File: src/rtl/mqfe_pkg.sv
// Shared types, codes, constants and the CRC byte step of the meter query frame engine.
package mqfe_pkg;

	localparam int MAX_FRAME_DEF = 64;
	localparam int QUEUE_DEPTH_DEF = 2;

	localparam logic [1:0] KIND_START = 2'd0;
	localparam logic [1:0] KIND_BYTE = 2'd1;
	localparam logic [1:0] KIND_TICK = 2'd2;

	localparam logic RK_TX = 1'b0;
	localparam logic RK_VERDICT = 1'b1;

	localparam logic [1:0] VERDICT_GOOD = 2'd0;
	localparam logic [1:0] VERDICT_SIZE = 2'd1;
	localparam logic [1:0] VERDICT_CRC = 2'd2;
	localparam logic [1:0] VERDICT_NONE = 2'd3;

	localparam logic [1:0] REG_METER_ADDRESS = 2'd0;
	localparam logic [1:0] REG_RESPONSE_TIMEOUT = 2'd1;

	localparam logic [15:0] CRC_INIT = 16'hFFFF;
	localparam logic [15:0] CRC_XOROUT = 16'hFFFF;
	localparam logic [15:0] CRC_POLY = 16'h8408;
	localparam logic [15:0] CRC_GOOD_RESIDUE = 16'h0F47;
	localparam logic [15:0] TIMEOUT_RESET = 16'd500;
	localparam logic [15:0] TICKS_MAX = 16'hFFFF;

	localparam logic [7:0] FRAME_STX = 8'h02;
	localparam logic [7:0] FRAME_LEN_BYTE = 8'h0E;
	localparam logic [7:0] FRAME_COM = 8'h01;
	localparam logic [7:0] FRAME_PASSWORD = 8'h00;
	localparam logic [8:0] MIN_RESP_LEN = 9'd3;

	localparam logic [3:0] IDX_STX = 4'd0;
	localparam logic [3:0] IDX_LEN = 4'd1;
	localparam logic [3:0] IDX_ADDR0 = 4'd2;
	localparam logic [3:0] IDX_ADDR1 = 4'd3;
	localparam logic [3:0] IDX_ADDR2 = 4'd4;
	localparam logic [3:0] IDX_ADDR3 = 4'd5;
	localparam logic [3:0] IDX_PW0 = 4'd6;
	localparam logic [3:0] IDX_PW1 = 4'd7;
	localparam logic [3:0] IDX_PW2 = 4'd8;
	localparam logic [3:0] IDX_PW3 = 4'd9;
	localparam logic [3:0] IDX_COM = 4'd10;
	localparam logic [3:0] IDX_CMD = 4'd11;
	localparam logic [3:0] IDX_CRC_LO = 4'd12;
	localparam logic [3:0] IDX_CRC_HI = 4'd13;

	typedef struct packed {
		logic [1:0] kind;
		logic [7:0] command_id;
		logic [6:0] expected_length;
		logic [7:0] rx_byte;
	} req_t;

	typedef struct packed {
		logic result_kind;
		logic [7:0] tx_byte;
		logic last;
		logic [1:0] verdict;
		logic [31:0] good_count;
		logic [31:0] bad_count;
	} rsp_t;

	typedef struct packed {
		logic is_frame;
		logic [7:0] command_id;
		logic [31:0] meter_address;
		logic [1:0] verdict;
		logic [31:0] good_count;
		logic [31:0] bad_count;
	} job_t;

	typedef struct packed {
		logic full;
		logic empty;
	} queue_status_t;

	function automatic logic [15:0] crc_fold(input logic [15:0] crc, input logic [7:0] b);
		logic [15:0] c;
		c = crc ^ {8'h00, b};
		for (int i = 0; i < 8; i++) begin
			c = c[0] ? ((c >> 1) ^ CRC_POLY) : (c >> 1);
		end
		return c;
	endfunction

endpackage

File: src/rtl/mqfe_front.sv
// Front part: takes input words, keeps the receive state and counters, and queues jobs.
module mqfe_front #(
	parameter int MAX_FRAME = mqfe_pkg::MAX_FRAME_DEF
) (
	input  logic                   clk,
	input  logic                   arst_n,
	input  logic                   req_valid,
	output logic                   req_ready,
	input  mqfe_pkg::req_t         req,
	input  logic                   cfg_valid,
	input  logic [1:0]             cfg_index,
	input  logic [31:0]            cfg_data,
	input  mqfe_pkg::queue_status_t q_status,
	output logic                   push,
	output mqfe_pkg::job_t         push_job
);
	import mqfe_pkg::*;

	localparam int CNT_W = $clog2(MAX_FRAME + 1);
	localparam logic [8:0] MAX_LEN = 9'(MAX_FRAME);

	logic [31:0] meter_address_q;
	logic [15:0] response_timeout_q;
	logic receiving_q;
	logic [CNT_W-1:0] bytes_seen_q;
	logic [CNT_W-1:0] target_length_q;
	logic [15:0] running_crc_q;
	logic [15:0] ticks_waited_q;
	logic [31:0] good_frames_q;
	logic [31:0] bad_frames_q;

	logic accept;
	logic [8:0] len9;
	logic [8:0] len_clamped;
	logic [15:0] crc_next;
	logic [CNT_W-1:0] seen_next;
	logic [15:0] ticks_next;
	logic byte_done;
	logic tick_done;
	logic [1:0] byte_verdict;

	assign req_ready = !q_status.full;
	assign accept = req_valid && req_ready;

	always_comb begin
		len9 = {2'b00, req.expected_length};
		if (len9 < MIN_RESP_LEN) begin
			len_clamped = MIN_RESP_LEN;
		end else if (len9 > MAX_LEN) begin
			len_clamped = MAX_LEN;
		end else begin
			len_clamped = len9;
		end
	end

	assign crc_next = crc_fold(running_crc_q, req.rx_byte);
	assign seen_next = bytes_seen_q + CNT_W'(1);
	assign byte_done = seen_next >= target_length_q;
	assign byte_verdict = ((crc_next ^ CRC_XOROUT) == CRC_GOOD_RESIDUE) ? VERDICT_GOOD
		: VERDICT_CRC;
	assign ticks_next = (ticks_waited_q < TICKS_MAX) ? ticks_waited_q + 16'd1 : ticks_waited_q;
	assign tick_done = ticks_next >= response_timeout_q;

	always_comb begin
		push = 1'b0;
		push_job = '0;
		push_job.meter_address = meter_address_q;
		push_job.command_id = req.command_id;
		if (accept) begin
			unique case (req.kind)
				KIND_START: begin
					push = !receiving_q;
					push_job.is_frame = 1'b1;
				end
				KIND_BYTE: begin
					push = receiving_q && byte_done;
					push_job.verdict = byte_verdict;
					push_job.good_count = (byte_verdict == VERDICT_GOOD) ? good_frames_q + 32'd1
						: good_frames_q;
					push_job.bad_count = (byte_verdict == VERDICT_GOOD) ? bad_frames_q
						: bad_frames_q + 32'd1;
				end
				KIND_TICK: begin
					push = receiving_q && tick_done;
					push_job.verdict = VERDICT_SIZE;
					push_job.good_count = good_frames_q;
					push_job.bad_count = bad_frames_q + 32'd1;
				end
				default: begin
					push = 1'b0;
				end
			endcase
		end
	end

	always_ff @(posedge clk or negedge arst_n) begin
		if (!arst_n) begin
			meter_address_q <= '0;
			response_timeout_q <= TIMEOUT_RESET;
			receiving_q <= 1'b0;
			bytes_seen_q <= '0;
			target_length_q <= '0;
			running_crc_q <= CRC_INIT;
			ticks_waited_q <= '0;
			good_frames_q <= '0;
			bad_frames_q <= '0;
		end else begin
			if (cfg_valid) begin
				if (cfg_index == REG_METER_ADDRESS) begin
					meter_address_q <= cfg_data;
				end else if (cfg_index == REG_RESPONSE_TIMEOUT) begin
					response_timeout_q <= cfg_data[15:0];
				end
			end
			if (accept) begin
				unique case (req.kind)
					KIND_START: begin
						if (!receiving_q) begin
							receiving_q <= 1'b1;
							bytes_seen_q <= '0;
							target_length_q <= CNT_W'(len_clamped);
							running_crc_q <= CRC_INIT;
							ticks_waited_q <= '0;
						end
					end
					KIND_BYTE: begin
						if (receiving_q) begin
							running_crc_q <= crc_next;
							bytes_seen_q <= seen_next;
							if (byte_done) begin
								receiving_q <= 1'b0;
								good_frames_q <= push_job.good_count;
								bad_frames_q <= push_job.bad_count;
							end
						end
					end
					KIND_TICK: begin
						if (receiving_q) begin
							ticks_waited_q <= ticks_next;
							if (tick_done) begin
								receiving_q <= 1'b0;
								bad_frames_q <= push_job.bad_count;
							end
						end
					end
					default: begin
						receiving_q <= receiving_q;
					end
				endcase
			end
		end
	end

endmodule

File: src/rtl/mqfe_fifo.sv
// Short job queue between the front and back parts.
module mqfe_fifo #(
	parameter int DEPTH = mqfe_pkg::QUEUE_DEPTH_DEF
) (
	input  logic                    clk,
	input  logic                    arst_n,
	input  logic                    push,
	input  mqfe_pkg::job_t          push_job,
	input  logic                    pop,
	output mqfe_pkg::job_t          head,
	output mqfe_pkg::queue_status_t status
);
	import mqfe_pkg::*;

	localparam int PTR_W = (DEPTH > 1) ? $clog2(DEPTH) : 1;
	localparam int CNT_W = $clog2(DEPTH + 1);
	localparam logic [PTR_W-1:0] LAST_PTR = PTR_W'(DEPTH - 1);
	localparam logic [CNT_W-1:0] DEPTH_CNT = CNT_W'(DEPTH);

	job_t entries_q [DEPTH];
	logic [PTR_W-1:0] wr_ptr_q;
	logic [PTR_W-1:0] rd_ptr_q;
	logic [CNT_W-1:0] count_q;

	assign head = entries_q[rd_ptr_q];
	assign status.full = count_q == DEPTH_CNT;
	assign status.empty = count_q == '0;

	always_ff @(posedge clk) begin
		if (push) begin
			entries_q[wr_ptr_q] <= push_job;
		end
	end

	always_ff @(posedge clk or negedge arst_n) begin
		if (!arst_n) begin
			wr_ptr_q <= '0;
			rd_ptr_q <= '0;
			count_q <= '0;
		end else begin
			if (push) begin
				wr_ptr_q <= (wr_ptr_q == LAST_PTR) ? '0 : wr_ptr_q + PTR_W'(1);
			end
			if (pop) begin
				rd_ptr_q <= (rd_ptr_q == LAST_PTR) ? '0 : rd_ptr_q + PTR_W'(1);
			end
			if (push && !pop) begin
				count_q <= count_q + CNT_W'(1);
			end else if (pop && !push) begin
				count_q <= count_q - CNT_W'(1);
			end
		end
	end

endmodule

File: src/rtl/mqfe_back.sv
// Back part: expands queued jobs into request frame bytes and verdict words.
module mqfe_back (
	input  logic                    clk,
	input  logic                    arst_n,
	input  mqfe_pkg::job_t          head,
	input  mqfe_pkg::queue_status_t q_status,
	output logic                    pop,
	output logic                    rsp_valid,
	input  logic                    rsp_ready,
	output mqfe_pkg::rsp_t          rsp
);
	import mqfe_pkg::*;

	logic [3:0] idx_q;
	logic [15:0] crc_q;
	logic rsp_valid_q;
	rsp_t rsp_q;

	logic fire;
	logic [15:0] crc_base;
	logic [15:0] crc_out;
	logic [7:0] frame_byte;
	rsp_t word;

	assign fire = !q_status.empty && (!rsp_valid_q || rsp_ready);
	assign pop = fire && (!head.is_frame || idx_q == IDX_CRC_HI);
	assign crc_base = (idx_q == IDX_STX) ? CRC_INIT : crc_q;
	assign crc_out = crc_q ^ CRC_XOROUT;

	always_comb begin
		unique case (idx_q)
			IDX_STX: frame_byte = FRAME_STX;
			IDX_LEN: frame_byte = FRAME_LEN_BYTE;
			IDX_ADDR0: frame_byte = head.meter_address[7:0];
			IDX_ADDR1: frame_byte = head.meter_address[15:8];
			IDX_ADDR2: frame_byte = head.meter_address[23:16];
			IDX_ADDR3: frame_byte = head.meter_address[31:24];
			IDX_PW0, IDX_PW1, IDX_PW2, IDX_PW3: frame_byte = FRAME_PASSWORD;
			IDX_COM: frame_byte = FRAME_COM;
			IDX_CMD: frame_byte = head.command_id;
			IDX_CRC_LO: frame_byte = crc_out[7:0];
			IDX_CRC_HI: frame_byte = crc_out[15:8];
			default: frame_byte = 8'h00;
		endcase
	end

	always_comb begin
		word = '0;
		if (head.is_frame) begin
			word.result_kind = RK_TX;
			word.tx_byte = frame_byte;
			word.last = idx_q == IDX_CRC_HI;
		end else begin
			word.result_kind = RK_VERDICT;
			word.verdict = head.verdict;
			word.good_count = head.good_count;
			word.bad_count = head.bad_count;
		end
	end

	always_ff @(posedge clk) begin
		if (fire) begin
			rsp_q <= word;
			if (head.is_frame && idx_q < IDX_CRC_LO) begin
				crc_q <= crc_fold(crc_base, frame_byte);
			end
		end
	end

	always_ff @(posedge clk or negedge arst_n) begin
		if (!arst_n) begin
			idx_q <= IDX_STX;
			rsp_valid_q <= 1'b0;
		end else begin
			if (fire) begin
				rsp_valid_q <= 1'b1;
				if (head.is_frame) begin
					idx_q <= (idx_q == IDX_CRC_HI) ? IDX_STX : idx_q + 4'd1;
				end
			end else if (rsp_ready) begin
				rsp_valid_q <= 1'b0;
			end
		end
	end

	assign rsp_valid = rsp_valid_q;
	assign rsp = rsp_q;

endmodule

File: src/rtl/meter_query_frame_engine.sv
// Top level of the meter query frame engine: front part, job queue and back part.
//
// The req channel takes one word per cycle: a start request, a byte received from the
// meter line, or one time tick. A start taken while idle sends a 14-byte enquiry frame
// out on the rsp channel, the last byte flagged, and opens a receive window; received
// bytes are folded into a CRC-16/X.25 until the expected length is reached, and one
// verdict word with the good and bad totals follows. Ticks end the window as a wrong
// size once the timeout is reached. Starts while receiving, and bytes or ticks while
// idle, are taken and dropped.
// Jobs pass through the job queue, and each rsp word is registered in the output
// register. A frame leaves at one byte per cycle while the rsp receiver is ready. The
// req channel accepts a word each cycle while the job queue has room, so it stalls
// when the queue fills up behind a frame; a stalled rsp receiver holds the output
// register and, through the queue, eventually the req channel. Registers are written
// through the cfg channel, which is always ready and should be used only while idle.
// Reset clears the receive state and both totals, and sets the timeout to 500 ticks.
module meter_query_frame_engine #(
	parameter int MAX_FRAME = mqfe_pkg::MAX_FRAME_DEF,
	parameter int QUEUE_DEPTH = mqfe_pkg::QUEUE_DEPTH_DEF
) (
	input  logic           clk,
	input  logic           arst_n,
	input  logic           req_valid,
	output logic           req_ready,
	input  mqfe_pkg::req_t req,
	output logic           rsp_valid,
	input  logic           rsp_ready,
	output mqfe_pkg::rsp_t rsp,
	input  logic           cfg_valid,
	output logic           cfg_ready,
	input  logic [1:0]     cfg_index,
	input  logic [31:0]    cfg_data
);
	import mqfe_pkg::*;

	logic push;
	logic pop;
	job_t push_job;
	job_t head;
	queue_status_t q_status;

	assign cfg_ready = 1'b1;

	mqfe_front #(
		.MAX_FRAME(MAX_FRAME)
	) u_front (
		.clk(clk),
		.arst_n(arst_n),
		.req_valid(req_valid),
		.req_ready(req_ready),
		.req(req),
		.cfg_valid(cfg_valid),
		.cfg_index(cfg_index),
		.cfg_data(cfg_data),
		.q_status(q_status),
		.push(push),
		.push_job(push_job)
	);

	mqfe_fifo #(
		.DEPTH(QUEUE_DEPTH)
	) u_fifo (
		.clk(clk),
		.arst_n(arst_n),
		.push(push),
		.push_job(push_job),
		.pop(pop),
		.head(head),
		.status(q_status)
	);

	mqfe_back u_back (
		.clk(clk),
		.arst_n(arst_n),
		.head(head),
		.q_status(q_status),
		.pop(pop),
		.rsp_valid(rsp_valid),
		.rsp_ready(rsp_ready),
		.rsp(rsp)
	);

endmodule

File: config.mk
export PLATFORM = sky130hd
export DESIGN_NAME = meter_query_frame_engine
export DESIGN_NICKNAME = d
export VERILOG_FILES = /design/src/rtl/mqfe_pkg.sv /design/src/rtl/mqfe_front.sv /design/src/rtl/mqfe_fifo.sv /design/src/rtl/mqfe_back.sv /design/src/rtl/meter_query_frame_engine.sv
export SDC_FILE = /design/constraint.sdc
export NUM_CORES = 1
export LEC_CHECK = 0
export BUFFER_PORTS_ARGS = -buffer_cell sky130_fd_sc_hd__buf_2
export CORE_MARGIN = 2
export CORE_UTILIZATION = 57
export CTS_BUF_LIST = sky130_fd_sc_hd__clkbuf_8
export CTS_CLUSTER_DIAMETER = 100
export CTS_CLUSTER_SIZE = 30
export DETAILED_ROUTE_END_ITERATION = 6
export GPL_TIMING_DRIVEN = 0
export PLACE_DENSITY = 0.79
export SYNTH_ARGS = -nofsm -noshare
export SYNTH_HDL_FRONTEND = slang
export SYNTH_SLANG_ARGS = --single-unit
File: constraint.sdc
create_clock -name clk -period 9.4 [get_ports clk]
set_input_delay 0.47 -clock clk [delete_from_list [all_inputs] [get_ports clk]]
set_output_delay 0.47 -clock clk [all_outputs]
set_load 0.01 [all_outputs]
==> summary.md <==
| Metric | Value |
|---|---|
| # rows | 72 |
| I/O pin count | 143 |
| Routability cong. | 0.922 |
| Ys flop type | edfxtp_1 |
| Post-DP HPWL | 38.7 mm |
| Post-Syn Instances | 1837 |
| Fmax | 169 MHz |
| Yosys reg bits | 474 |
| Gr ovfl total | 0 |
| TritonCTS clock tree | yes |
| Area growth syn-to-layout | 8.88% |
| Critical Path AT | 6290 ps |
| Total CTS buffers | 20 |
| Chip Width | 203 um |
| Post-synthesis cell type count | 93 |
| DRT antenna net count | 0 |
| Synth Area per Inst | 12.2 sq um |
| 1st-iter DRT viols | 1854 |
| Total Wirelength | 54.4 mm |
| Most common cell in the netlist | edfxtp_1 |
| Setup Buffers After CTS | 0 |
| Post-synthesis compound-gate area fraction | 12.8% |
| Final setup viols | 0 |
| Status | finished with violations |
| Yosys Warn Count | 0 |
| Crit start category | flop |
| Final max-slew violation count | 0 |
| I/O Buffers | 141 |
| Hold WS | 44.8 ps |
| Post-synthesis simple-gate area fraction | 12.6% |
| RSZ-0062 raised after global routing | no |
| Critical path data required time | 9760 ps |
| H-tree Lvls | 1 |
| Share of cells above drive strength 1 | 16.6% |
| Initial DRT Pass Iterations | 7 |
| Cell Pwr Density | 248 nW/um^2 |
| Routed len/inst | 21.4 um |
| Critical Path End Type | flop |
| GRT Overall Usage | 26.6% |
| Worst-Skew Late Latency | 660 ps |
| Final min period | 5920 ps |
| Clk buf depth | 3 |
| Ant diodes | 0 |
| Initial Util | 57.9% |
| Largest net degree at the start of global routing | 108 |
| Max VDD drop | 0.205 mV |
| Async S/R FF share, synth | 35.4% |
| DIE AREA | 41100 sq um |
| Final worst-path cycle share | 63.0% |
| Hold Crit Class | input port to flop |
| CORE AREA | 38800 sq um |
| Vias per std cell | 6.21 |
| Clock slew at reported path FFs | 170 ps |
| Setup TNS | 0 ps |
| Failing checks | DRC |
| Main combinational cell family by area after synthesis | compound AO/OA/AOI/OAI gates |
| Tot Pwr | 0.00608 W |
| Setup Skew | 64.1 ps |
| Critical path peak fanout | 32 |
| Synth Area in XOR/XNOR | 3.34% |
| Share of the synthesized area in the top cell type | 40.8% |
| Placement Setup Slack | 3420 ps |
| Root Driver | clkbuf_8 |
| Post-route DRC | 10 |
| Final hold vios | 0 |
| Vias in the first global route | 15300 |
| Post-synth EDFFs | 306 |
| Leakage | 9.34 nW |
| Post-Syn Nets | 1933 |
| Initial antenna violation count | 0 |
| Nets | 2111 |
| Post-synthesis sequential area ratio | 59.7% |
| First-pass GRT wire length | 85.8 mm |
| Clock sinks | 474 |
| Slew HR | 30.5% |
| Top cells by count, synth | 306 x edfxtp_1, 158 x nor2_1, 146 x dfrtp_1 |
| Cell taking the most area after synthesis | edfxtp_1 |
| Final worst slack | 3480 ps |
| Area contributors post-synth | edfxtp_1 41%, dfrtp_1 16%, mux2i_1 3.7% |
| Tightest Pin Transition | 1030 ps |
| Max Cap Violations | 0 |
| Mux contribution to synthesized area | 7.15% |
| WS Path Type | flop to flop |
| Post-Synthesis Cell Area | 22500 sq um |
| Adder-cell area share of the yosys netlist | 1.78% |
| CTS resizes | 0 |
| Vias | 15800 |
| Die Ht | 203 um |
## per-stage QoR
stage          instances  utilization (%)  cell area [sq um]
2_1_floorplan       1837                -              22500
3_3_place_gp        2496             61.4              23900
3_5_place_dp        2503             61.9              24000
4_1_cts             2547             63.1              24500
5_1_grt             2547             63.1              24500
6_report            2547             63.1              24500
## power breakdown
group          switching (W)  internal, W
Combinational        0.00131     0.000902
Sequential          0.000237      0.00280
Clock               0.000615     0.000213
## sequential cells by signal, summed over array words and instances, names as in the netlist
signal,cells
u_front.bad_frames_q,32
u_back.crc_q,16
u_back.rsp,76
u_fifo.entries_q,214
u_front.target_length_q,7
u_back.rsp_valid,1
u_front.response_timeout_q,16
u_front.running_crc_q,16
u_front.ticks_waited_q,16
u_fifo.wr_ptr_q,1
u_back.idx_q,4
u_front.good_frames_q,32
u_front.receiving_q,1
u_fifo.rd_ptr_q,1
u_front.meter_address_q,32
u_front.bytes_seen_q,7
u_fifo.count_q,2
## cell usage in the layout, fill, tap and decap left out, drive strengths merged, types with 31 or more instances in the layout
cell	n
xnor2	54
dfrtp	146
clkbuf	85
a21oi	82
nor2	158
ha	32
nand2	124
or3	31
o21ai	86
and3	36
inv	52
mux2	69
nand3	66
buf	184
mux2i	83
edfxtp	306
## critical path: stages (launching register included)
cell and delay (ps):
dfrtp_1 450, ha_1 260, inv_1 70, or2_2 310
or3_1 460, clkbuf_1 270, nand4_1 180, xnor2_1 90
ha_1 280, and3_1 160, nand3_1 100, o41ai_1 380
o21ai_0 320, nor4_1 470, a32o_1 320, nor2b_4 750
buf_12 300, buf_12 240, buf_16 200
## layer usage
metal / vias up / wire length [um] / track usage [%]
li1: 7240 / - / -
met4: 0 / 1540 / 8.73
met3: 110 / 4790 / 4.75
met1: 7747 / 23000 / 38.2
met5: - / 0 / 0
met2: 724 / 25100 / 41.3
## area by class of cell
class | instances | area (sq um)
clock inverter | 16 | 100
inverter | 40 | 150
clock buffer | 20 | 275
tap | 518 | 648
fill | 2963 | 14300
timing repair buffer | 156 | 957
buffer | 101 | 449
multi-input combinational | 1222 | 8490
sequential | 474 | 13400
## kinds of logic (layout without fill, tap and decap cells)
logic type / after synthesis / after routing
flip-flops: 474 / 474
other: 1 / 1
multiplexers: 152 / 152
AO/OA/AOI/OAI: 398 / 398
adder cells (fa/ha/maj): 32 / 32
XOR/XNOR: 76 / 76
AND/OR/NAND/NOR: 563 / 563
buffers and inverters: 141 / 333
## worst paths after layout
path	start	end	slack [ps]	cells past startpoint
setup / recovery	u_front.ticks_waited_q[0]$_DFFE_PN0P_	u_fifo.entries_q[0][18]$_DFFE_PP_	3480	18
hold / removal	cfg_data[17]	u_front.meter_address_q[17]$_DFFE_PN0P_	40	2
setup reg to reg	u_front.ticks_waited_q[0]$_DFFE_PN0P_	u_fifo.entries_q[0][18]$_DFFE_PP_	3480	18
hold reg to reg	u_front.meter_address_q[25]$_DFFE_PN0P_	u_fifo.entries_q[0][91]$_DFFE_PP_	490	0
max in group asynchronous	arst_n	u_front.good_frames_q[6]$_DFFE_PN0P_	8090	3
min in group asynchronous	arst_n	u_front.ticks_waited_q[0]$_DFFE_PN0P_	340	2
## what timing repair did
action	4_1_cts	5_1_grt
hold buffers	8	0
endpoints found under the setup margin	0	0
hold endpoints to repair	69	0
(Power assumes the default switching activity.)
